**src/rtl/nfmv_pkg.sv**
```systemverilog
// types and constants shared by the chat message field validator
package nfmv_pkg;

  // message kinds
  localparam logic [1:0] KIND_AUTH = 2'd0;
  localparam logic [1:0] KIND_MSG  = 2'd1;
  localparam logic [1:0] KIND_JOIN = 2'd2;
  localparam logic [1:0] KIND_BAD  = 2'd3;

  // field index reported for header bytes and bytes after the message
  localparam logic [1:0] FIELD_NONE = 2'd3;

  // field counters
  localparam logic [1:0] FIELD_0 = 2'd0;
  localparam logic [1:0] FIELD_1 = 2'd1;
  localparam logic [1:0] NFIELDS_AUTH  = 2'd3;
  localparam logic [1:0] NFIELDS_OTHER = 2'd2;

  // field length counter width and saturation point
  localparam int unsigned LEN_W = 11;
  localparam logic [LEN_W-1:0] LEN_SAT = '1;

  // character classes
  typedef enum logic [1:0] {
    CLS_ALNUM = 2'd0,
    CLS_PRINT = 2'd1,
    CLS_SPACE = 2'd2
  } cls_e;

  typedef struct packed {
    logic [1:0] kind;
    logic       first;
    logic [7:0] data_byte;
  } in_t;

  typedef struct packed {
    logic [1:0] field_index;
    logic       is_text;
    logic       done_res;
    logic       accepted;
  } out_t;

  typedef struct packed {
    logic [2:0]       header_left;
    logic [1:0]       kind_latch;
    logic [1:0]       field_number;
    logic [LEN_W-1:0] field_length;
    logic             still_valid;
    logic             finished;
  } state_t;

  localparam state_t STATE_RESET = '{
    header_left:  3'd0,
    kind_latch:   KIND_AUTH,
    field_number: FIELD_0,
    field_length: '0,
    still_valid:  1'b1,
    finished:     1'b0
  };

  function automatic logic class_ok(cls_e cls, logic [7:0] b);
    logic ok;
    begin
      case (cls)
        CLS_ALNUM: begin
          ok = (b >= 8'h30 && b <= 8'h39) || (b >= 8'h41 && b <= 8'h5A) ||
               (b >= 8'h61 && b <= 8'h7A) || (b == 8'h2D);
        end
        CLS_PRINT: ok = (b >= 8'h21 && b <= 8'h7E);
        CLS_SPACE: ok = (b >= 8'h20 && b <= 8'h7E);
        default:   ok = 1'b0;
      endcase
      return ok;
    end
  endfunction

endpackage

```
**src/rtl/nfmv_step.sv**
```systemverilog
// per-byte parse step: next message state and the result for one byte
module nfmv_step import nfmv_pkg::*; #(
  parameter int unsigned HEADER_LEN      = 3,
  parameter int unsigned NAME_MAX_LEN    = 20,
  parameter int unsigned SECRET_MAX_LEN  = 128,
  parameter int unsigned CONTENT_MAX_LEN = 1400
) (
  input  state_t state_i,
  input  in_t    data_i,
  output state_t state_o,
  output out_t   result_o
);

  localparam logic [LEN_W-1:0] NameLim    = LEN_W'(NAME_MAX_LEN);
  localparam logic [LEN_W-1:0] SecretLim  = LEN_W'(SECRET_MAX_LEN);
  localparam logic [LEN_W-1:0] ContentLim = LEN_W'(CONTENT_MAX_LEN);

  state_t           s;
  logic [1:0]       nfields;
  logic [1:0]       fn_inc;
  logic [LEN_W-1:0] limit;
  cls_e             cls;

  // restart on the first byte of a message
  always_comb begin
    s = state_i;
    if (data_i.first) begin
      s.kind_latch   = data_i.kind;
      s.header_left  = 3'(HEADER_LEN);
      s.field_number = FIELD_0;
      s.field_length = '0;
      s.still_valid  = (data_i.kind != KIND_BAD);
      s.finished     = 1'b0;
    end
  end

  // limit and class of the current field
  always_comb begin
    limit = NameLim;
    cls   = CLS_PRINT;
    case (s.kind_latch)
      KIND_AUTH: begin
        if (s.field_number == FIELD_0) begin
          cls = CLS_ALNUM;
        end else if (s.field_number == FIELD_1) begin
          cls = CLS_PRINT;
        end else begin
          limit = SecretLim;
          cls   = CLS_ALNUM;
        end
      end
      KIND_JOIN: begin
        cls = (s.field_number == FIELD_0) ? CLS_ALNUM : CLS_PRINT;
      end
      default: begin
        if (s.field_number != FIELD_0) begin
          limit = ContentLim;
          cls   = CLS_SPACE;
        end
      end
    endcase
  end

  assign nfields = (s.kind_latch == KIND_AUTH) ? NFIELDS_AUTH : NFIELDS_OTHER;
  assign fn_inc  = s.field_number + 2'd1;

  always_comb begin
    state_o              = s;
    result_o.field_index = FIELD_NONE;
    result_o.is_text     = 1'b0;
    result_o.done_res    = 1'b0;
    if (s.finished) begin
      // bytes after the last terminator are ignored
    end else if (s.header_left != 3'd0) begin
      state_o.header_left = s.header_left - 3'd1;
    end else begin
      result_o.field_index = s.field_number;
      if (data_i.data_byte == 8'h00) begin
        if (s.field_length == '0) begin
          state_o.still_valid = 1'b0;
        end
        state_o.field_length = '0;
        state_o.field_number = fn_inc;
        if (fn_inc >= nfields) begin
          state_o.finished  = 1'b1;
          result_o.done_res = 1'b1;
        end
      end else begin
        result_o.is_text = 1'b1;
        if (s.field_length >= limit || !class_ok(cls, data_i.data_byte)) begin
          state_o.still_valid = 1'b0;
        end
        if (s.field_length != LEN_SAT) begin
          state_o.field_length = s.field_length + LEN_W'(1);
        end
      end
    end
    result_o.accepted = state_o.still_valid;
  end

endmodule

```
**src/rtl/nul_field_message_validator_unit.sv**
```systemverilog
// top level of the chat message field validator
// One byte of a chat message is taken per transfer on the input channel and
// one result per byte leaves on the output channel, in order. While the
// output is not stalled the block sustains one byte per clock cycle: a
// byte sits in the input register while the parse step (header skip, field
// split on NUL, length and character class checks) updates the message
// state, and its result is then held in the output register, from which it
// is offered. While the output is stalled the input register still takes
// one more byte, and further bytes are stalled until the result moves on.
// The first byte of a message (first set) latches the kind and restarts the
// parse; accepted on the final terminator gives the verdict.
module nul_field_message_validator_unit import nfmv_pkg::*; #(
  parameter int unsigned HEADER_LEN      = 3,
  parameter int unsigned NAME_MAX_LEN    = 20,
  parameter int unsigned SECRET_MAX_LEN  = 128,
  parameter int unsigned CONTENT_MAX_LEN = 1400
) (
  input  logic clk_i,
  input  logic rst_ni,
  input  logic in_valid_i,
  output logic in_stall_o,
  input  in_t  in_data_i,
  output logic out_valid_o,
  input  logic out_stall_i,
  output out_t out_data_o
);

  // input register
  logic   in_valid_q;
  in_t    in_q;
  // message state and output register
  state_t state_q, state_d;
  out_t   result_d;
  logic   out_valid_q;
  out_t   out_q;

  logic advance;
  logic in_take;

  // the byte in the input register moves on when the output slot is free
  assign advance    = in_valid_q && (!out_valid_q || !out_stall_i);
  assign in_stall_o = in_valid_q && !advance;
  assign in_take    = in_valid_i && !in_stall_o;

  nfmv_step #(
    .HEADER_LEN     (HEADER_LEN),
    .NAME_MAX_LEN   (NAME_MAX_LEN),
    .SECRET_MAX_LEN (SECRET_MAX_LEN),
    .CONTENT_MAX_LEN(CONTENT_MAX_LEN)
  ) u_step (
    .state_i (state_q),
    .data_i  (in_q),
    .state_o (state_d),
    .result_o(result_d)
  );

  // input side valid flag
  always_ff @(posedge clk_i or negedge rst_ni) begin
    if (!rst_ni) begin
      in_valid_q <= 1'b0;
    end else if (in_take) begin
      in_valid_q <= 1'b1;
    end else if (advance) begin
      in_valid_q <= 1'b0;
    end
  end

  // input payload, no reset needed
  always_ff @(posedge clk_i) begin
    if (in_take) begin
      in_q <= in_data_i;
    end
  end

  // message state only changes when a byte is processed
  always_ff @(posedge clk_i or negedge rst_ni) begin
    if (!rst_ni) begin
      state_q <= STATE_RESET;
    end else if (advance) begin
      state_q <= state_d;
    end
  end

  // output valid flag: set by a processed byte, cleared once taken
  always_ff @(posedge clk_i or negedge rst_ni) begin
    if (!rst_ni) begin
      out_valid_q <= 1'b0;
    end else if (advance) begin
      out_valid_q <= 1'b1;
    end else if (!out_stall_i) begin
      out_valid_q <= 1'b0;
    end
  end

  always_ff @(posedge clk_i) begin
    if (advance) begin
      out_q <= result_d;
    end
  end

  assign out_valid_o = out_valid_q;
  assign out_data_o  = out_q;

endmodule

```
**config.mk**
```make
export PLATFORM = sky130hd
export DESIGN_NAME = nul_field_message_validator_unit
export DESIGN_NICKNAME = d
export VERILOG_FILES = /design/src/rtl/nfmv_pkg.sv /design/src/rtl/nfmv_step.sv /design/src/rtl/nul_field_message_validator_unit.sv
export SDC_FILE = /design/constraint.sdc
export NUM_CORES = 1
export LEC_CHECK = 0
export ABC_CLOCK_PERIOD_IN_PS = 5150
export BUFFER_PORTS_ARGS = -buffer_cell sky130_fd_sc_hd__buf_2
export CAP_MARGIN = 20
export CORE_MARGIN = 3
export CORE_UTILIZATION = 60
export DETAILED_ROUTE_END_ITERATION = 12
export GPL_ROUTABILITY_DRIVEN = 0
export GPL_TIMING_DRIVEN = 0
export MAX_ROUTING_LAYER = met4
export PLACE_DENSITY_LB_ADDON = 0.12
export REMOVE_ABC_BUFFERS = 1
export SKIP_CTS_REPAIR_TIMING = 1
export SYNTH_ARGS = -nofsm -noshare
export SYNTH_HDL_FRONTEND = slang
export SYNTH_SLANG_ARGS = --single-unit
```
**constraint.sdc**
```tcl
create_clock -name clk_i -period 5.15 [get_ports clk_i]
set_input_delay 0.2575 -clock clk_i [delete_from_list [all_inputs] [get_ports clk_i]]
set_output_delay 0.2575 -clock clk_i [all_outputs]
set_load 0.005 [all_outputs]
```
==> results.md, run 1 <==
* Status: finished clean
* Peak Freq at 250.4 MHz
* Worst-margin pin slew at 0.9621 ns
* CP startpoint kind: register
* Dpl hpwl at 3929 um
* Setup Skew at 0.007613 ns
* Antenna diodes at 0
* CP Buf/Inv Count at 2
* Sw frac at 30.91%
* Detailed-route vias per instance at 6.209
* Distinct cells, synth at slightly below 50
* Internal Power at 0.0005105 W
* Die H at 68.80 um
* Cell accounting for the most synthesized area: dfrtp_1
* Post-synthesis compound-gate area fraction at 16.71%
* Share of layout cells above drive strength 1 at 13.36%
* Simple-gate share of the synthesized area at 24.17%
* CTS root buffer: clkbuf_8
* Worst-path fanout max at 27
* Clock sink count at 38
* Xor and xnor area share after synthesis at 0%
* IO buf count at 21
* Initial core utilization at 63.20%
* Area growth, synth to finish at 9.572%
* Sequential cell area fraction in the yosys report at 43.63%
* Largest net degree at the start of global routing at 28
* Multi-input logic area at approximately 1200 sq um
* Drt wl/cell at 16.74 um
* Unrepaired setup endpoints after global routing: no
* Clk_lat worst skew at 0.30 ns
* Remaining Overflow, GRT at 0
* Final setup vio count at 0
* YS warnings at 0
* Fin. max-slew vios at 0
* Crit. End Element: register
* Async SR Flop Fraction at 57.89%
* Final wirelength at 5440 um
* Tcrit/Tclk final at 77.55%
* IO Count at 22
* CTS tree: built
* FILL cells at roughly 300
* Max_cap viols at 0
* Post-synth EDFFs at 16
* Worst setup path class: register to register
* CP Data Required Time at around 5.4 ns
* CTS Buf Count at 5
* Worst slack, placed at 1.216 ns
* Syn Area/Cell at 9.315 sq um
* Clk slew on worst S/H paths at 0.08 ns
* Die Area at 4733 sq um
* Worst Hold Depth at 1
* Residual DRC at 0
* Static Leak at ~1.1 nW
* Sequential Power Share at 52.9%
* Vias in the first global route at between 1500 and 2000
* First-pass GRT wire length at 9059 um
* Clock power share at 27.4%
* Cells after synthesis at 254
* R2r setup slk at 1.16 ns
* Post-synthesis register bit count at 38
* Final Hold Fails at 0
* HP Start: in_data_i[5]
* Seq. cell area at 1032 sq um
* Iter 0 DRT Violations at 220
* VDD IR max at approximately 0.18 mV
* Initial antenna violation count at 0
* Critical path, cell by cell: inv_1 -> nand2_1 -> ha_1 -> nor2b_1 -> inv_1 -> ha_1 -> and2_1 -> or3_1 -> o311a_1 -> a211oi_2 -> a31oi_1 -> o31ai_1
* HP Class: input pin to register
* Synth top area share at about 22%
* P_sw at 0.0002284 W
* PD cells at approximately 290 nW/um^2
* Layout net count at just over 300
* Largest family of logic cells by synthesized area: simple AND/OR/NAND/NOR gates
* Total number of vias at 2018
* Slack of the critical path at 1.156 ns
* Max stage delay on crit path at 0.78 ns
* Top FF cell, synth: dfrtp_1
* Top Family by Delay on Critical Path: simple AND/OR/NAND/NOR gates
* Pre-antenna DRT Iters at 5
* Final ANT Viol Nets at 0
* Crit path time final at between 3 and 4 ns
* Mux cell area share after synthesis at under 10%
* Total core area at 3744 sq um
* Relative slew slack at 35.86%
* Hold Path End: in_q[5]
* Terminus of the critical flop-to-flop path: state_q[1]
* Crit-path slowest cell: edfxtp_1
* Comb power frac at about a fifth
* Row count at 22
* R2r worst-path depth at 12
* Post-synthesis adder-cell area fraction at 9.519%
* Die width at 68.80 um
* Crit path DAT at 4.20 ns
* Worst R2R Start: in_q[8]
* Ranking of synthesized cells by area: dfrtp_1 22%, edfxtp_1 20%, ha_1 9.5%
* Tot GR Track Use at 26.72%
* Total negative slack at 0 ns
* Tot Pwr at about 0.00074 W
* H-tree depth at 2
* Max clock buf depth at 2
* Post-synthesis cell area at 2366 sq um
-- synthesized netlist by cell type (6+ instances only) --
library cell,count
nand2_1,35
nor2_1,26
dfrtp_1,21
ha_1,18
inv_1,17
edfxtp_1,16
o21ai_0,12
nor2b_1,9
nand3_1,8
a21oi_1,6
a31oi_1,6
and3_1,6
clkbuf_1,6
-- power by group through the flow --
stage / Sequential (W) / Clock (W) / Combinational [W]
5_1_grt: 0.000396 / 0.000214 / 0.000167
6_report: 0.000391 / 0.000203 / 0.000145
3_5_place_dp: 0.000395 / 0 / 0.000143
3_3_place_gp: 0.000395 / 0 / 0.000137
4_1_cts: 0.000389 / 0.000206 / 0.000145
2_1_floorplan: 0.000385 / 0 / 0.000104
-- layout make-up --
type | instances | share of cell area, %
Sequential cell | 38 | 39.82
Tap cell | 48 | 2.317
Clock inverter | 3 | 0.6274
Multi-Input combinational cell | 192 | 47.68
Inverter | 17 | 2.461
Clock buffer | 5 | 2.654
Timing Repair Buffer | 22 | 4.440
-- worst max path at each step --
stage / start / to / slack [ns] / cells after the start
CTS: in_q[8] / state_q[1] / 1.17 / 12
detailed placement: in_q[8] / state_q[1] / 1.22 / 12
finish: in_q[8] / state_q[1] / 1.16 / 12
global route: in_q[8] / state_q[1] / 0.86 / 12
global placement: in_q[8] / state_q[1] / 1.24 / 12
floorplan: in_q[8] / state_q[1] / 1.83 / 12
-- flip-flops by register name, summed over array words and instances (netlist names) --
name	count
state_q	20
in_valid_q	1
out_valid_o	1
in_q	11
out_data_o	5
-- placed cells by master (no fill, tap or decap), types with 4 or more instances in the layout --
cell       n
nor3_1     4
nand2_1   35
dfrtp_1   21
nor2_1    26
a31oi_1    6
and2_1     4
nand4_1    4
buf_2     21
and3_1     6
o31ai_1    5
a21oi_1    6
nor2b_1    9
o21ai_0   12
inv_1     17
nand2b_1   5
edfxtp_1  16
nand3_1    8
clkbuf_8   5
ha_1      18
-- worst register-to-register path, stage by stage (launching register included) --
cell      delay, ns
edfxtp_1       0.78
inv_1          0.41
nand2_1        0.17
ha_1           0.27
nor2b_1        0.30
inv_1          0.21
ha_1           0.33
and2_1         0.15
or3_1          0.35
o311a_1        0.37
a211oi_2       0.19
a31oi_1        0.12
o31ai_1        0.27
-- per-stage QoR --
step,cells,utilization (%),area (sq um),hold slack [ns]
2_1_floorplan,247,-,2332,-0.03809
3_3_place_gp,316,66.71,2497,0.2666
3_5_place_dp,316,66.71,2497,0.2680
4_1_cts,324,68.98,2582,-0.05204
5_1_grt,325,69.25,2592,0.1289
6_report,325,69.25,2592,0.1303
-- cells by family (layout without fill, tap and decap cells) --
group / after synthesis / in the layout
adders and majority gates: 18 / 18
muxes: 4 / 4
buffers and inverters: 24 / 47
DFF: 38 / 38
and+or+nand+nor: 114 / 114
AOI/OAI and AO/OA: 56 / 56
-- layer usage --
layer / track usage [%] / vias to the layer above / share of wire (%)
met4: 7.056 / 0 / 1.6
met1: 37.78 / 954 / 46
met2: 39.93 / 89 / 46
met3: 4.376 / 10 / 6.3
li1: - / 965 / -
met5: - / - / 0
(Power assumes the default switching activity.)
==> run 2, diff against run 1 <==
Settings changed: ABC_CLOCK_PERIOD_IN_PS 5150 to 3700, CORE_UTILIZATION 60 to 59.
Clock period 5.15 ns to 3.7 ns, I/O delays scaled along.
==> run 2 against run 1 <==
Critical path depth unchanged. Global-route usage down 3.0 points. Largest cell class unchanged. Critical endpoint unchanged. Fmax up 19%. Worst setup slack worse by 0.81 ns. Clock-buffer cell count up 1. Hold slack worse by 0.064 ns. Clock skew down 0.0028 ns. Largest power group unchanged. Total power up 42%.
==> results.md, run 2 (same netlist as run 1, synthesis figures left out) <==
* Status: finished clean
* Iter 0 DRT Violations at 184 (-16%)
* CTS tree: built
* Dpl hpwl at 4040 um (+2.8%)
* Final wirelength at 5688 um (+4.6%)
* Crit. End Element: register
* Tot GR Track Use at 23.75% (-3.0 points)
* Vias in the first global route at 1872 (+0.75%)
* Residual DRC at 0 (unchanged)
* Die width at 69.33 um (+0.77%)
* Most common cell after layout, fill and taps aside: nand2_1
* Register with the most flip-flops: state_q
* IO buf count at 21 (unchanged)
* FILL cells at 297 (-2.3%)
* Final setup vio count at 0 (unchanged)
* Worst R2R Start: in_q[8]
* H-tree depth at 2 (unchanged)
* Clock power share at 28.3% (+0.9 points)
* Min Hold Slack at 0.06669 ns (-0.06360 ns)
* Row count at 22 (unchanged)
* Terminus of the critical flop-to-flop path: state_q[1]
* VDD IR max at 0.3168 mV (+72%)
* Worst-margin pin slew at 0.6539 ns (-0.3082 ns)
* Area growth, synth to finish at 11.53%
* Setup Skew at 0.004765 ns (-0.002849 ns)
* Crit path DAT at 3.55 ns (-0.65 ns)
* Initial core utilization at 62.74% (-0.46 points)
* Largest net degree at the start of global routing at 28 (unchanged)
* Peak Freq at 297.7 MHz (+19%)
* Max clock buf depth at 2 (unchanged)
* Setup crit end: state_q[1]
* Clock sink count at 38 (unchanged)
* Final ANT Viol Nets at 0 (unchanged)
* Internal Power at 0.0007344 W (+44%)
* HP Class: input pin to register
* Layout net count at 313 (+1.3%)
* Initial antenna violation count at 0 (unchanged)
* Pre-antenna DRT Iters at 4 (-1)
* Drt wl/cell at 17.29 um (+3.3%)
* Detailed-route vias per instance at 6.167 (-0.68%)
* Tcrit/Tclk final at 90.78% (+13 points)
* Relative slew slack at 56.36% (+21 points)
* CP Data Required Time at 3.89 ns (-1.47 ns)
* Static Leak at 1.137 nW (+2.3%)
* Total negative slack at 0 ns (unchanged)
* Max reg flops at 20 (unchanged)
* Sequential Power Share at 51.5% (-1.4 points)
* Multi-input logic area at 1239 sq um (+0.20%)
* Layout Cell Area excl Fill at 2639 sq um (+1.8%)
* Clk slew on worst S/H paths at 0.08 ns (about the same)
* Clk_lat worst skew at 0.29 ns (about the same)
* Worst setup path class: register to register
* Placed Area at 2497 sq um (unchanged)
* Remaining Overflow, GRT at 0 (unchanged)
* P_sw at 0.0003157 W (+38%)
* CTS root buffer: clkbuf_8
* Critical Path Source: in_q[8]
* Seq. cell area at 1032 sq um (unchanged)
* Total number of vias at 2029 (+0.55%)
* Crit path time final at 3.359 ns (-0.6353 ns)
* R2r worst-path depth at 12 (unchanged)
* Unrepaired setup endpoints after global routing: no
* Antenna diodes at 0 (unchanged)
* Fin. max-slew vios at 0 (unchanged)
* Most frequent cells in the layout: 35 x nand2_1, 26 x nor2_1, 21 x dfrtp_1, 21 x buf_2, 18 x ha_1
* Die H at 69.33 um (+0.77%)
* Comb power frac at 20.2% (+0.5 points)
* CTS Buf Count at 5 (unchanged)
* Max_cap viols at 0 (unchanged)
* PD cells at 397.9 nW/um^2 (+40%)
* Total core area at 3771 sq um (+0.74%)
* Die Area at 4806 sq um (+1.5%)
* CP startpoint kind: register
* Share of layout cells above drive strength 1 at 15.66% (+2.3 points)
* R2r setup slk at 0.34 ns (-0.81 ns)
* Worst-path fanout max at 8 (-70%)
* Final Hold Fails at 0 (unchanged)
* Sw frac at 30.06% (-0.85 points)
* First-pass GRT wire length at 8845 um (-2.4%)
* IO Count at 22 (unchanged)
run 2: cell type report:
type / instances / share of cell area [%]
repair buffers: 26 / 5.642
inverters: 17 / 2.418
well taps: 48 / 2.276
multi-input cells: 192 / 46.94
flip-flops and latches: 38 / 39.12
clock inverters: 2 / 0.4742
clock buffers: 6 / 3.129
run 2: worst max-delay path: stages, from the launching register on:
cell and delay [ns]:
edfxtp_1 0.50, inv_2 0.19, nand2_1 0.13, ha_1 0.26, nor2b_2 0.20, inv_1 0.16, ha_1 0.32, and2_1 0.15
or3_1 0.34, o311a_1 0.38, a211oi_2 0.20, a31oi_1 0.13, o31ai_1 0.29
run 2: worst min path at each step:
stage / from / depth (start not counted) / to
2_1_floorplan: rst_ni / 0 / in_valid_q
3_3_place_gp: rst_ni / 1 / state_q[7]
3_5_place_dp: rst_ni / 1 / state_q[3]
4_1_cts: rst_ni / 1 / state_q[7]
5_1_grt: in_data_i[8] / 1 / in_q[8]
6_report: in_data_i[8] / 1 / in_q[8]
run 2: metrics by stage:
stage | total power [W] | utilization, % | instances | setup slack (ns)
final | 0.001050 | 69.97 | 329 | 0.3412
after global routing | 0.001112 | 69.97 | 329 | 0.09993
after CTS | 0.001045 | 68.75 | 324 | -0.3082
after detailed placement | 0.0007521 | 66.22 | 316 | -0.2712
after global placement | 0.0007438 | 66.22 | 316 | -0.2269
after floorplan | 0.0006807 | - | 247 | 0.3835
run 2: metal layers:
| metal | wire (um) | vias to the layer above | GRT usage [%] |
|---|---|---|---|
| li1 | - | 976 | - |
| met1 | 2526 | 976 | 31.77 |
| met2 | 2719 | 69 | 36.23 |
| met3 | 359 | 8 | 5.942 |
| met4 | 82 | 0 | 6.291 |
| met5 | 0 | - | - |
run 2: power by group through the flow:
stage / registers, W / clock network (W) / logic, W
6_report: 0.000541 / 0.000297 / 0.000212
4_1_cts: 0.000543 / 0.000300 / 0.000201
2_1_floorplan: 0.000536 / 0 / 0.000145
5_1_grt: 0.000547 / 0.000325 / 0.000240
3_3_place_gp: 0.000551 / 0 / 0.000193
3_5_place_dp: 0.000552 / 0 / 0.000200
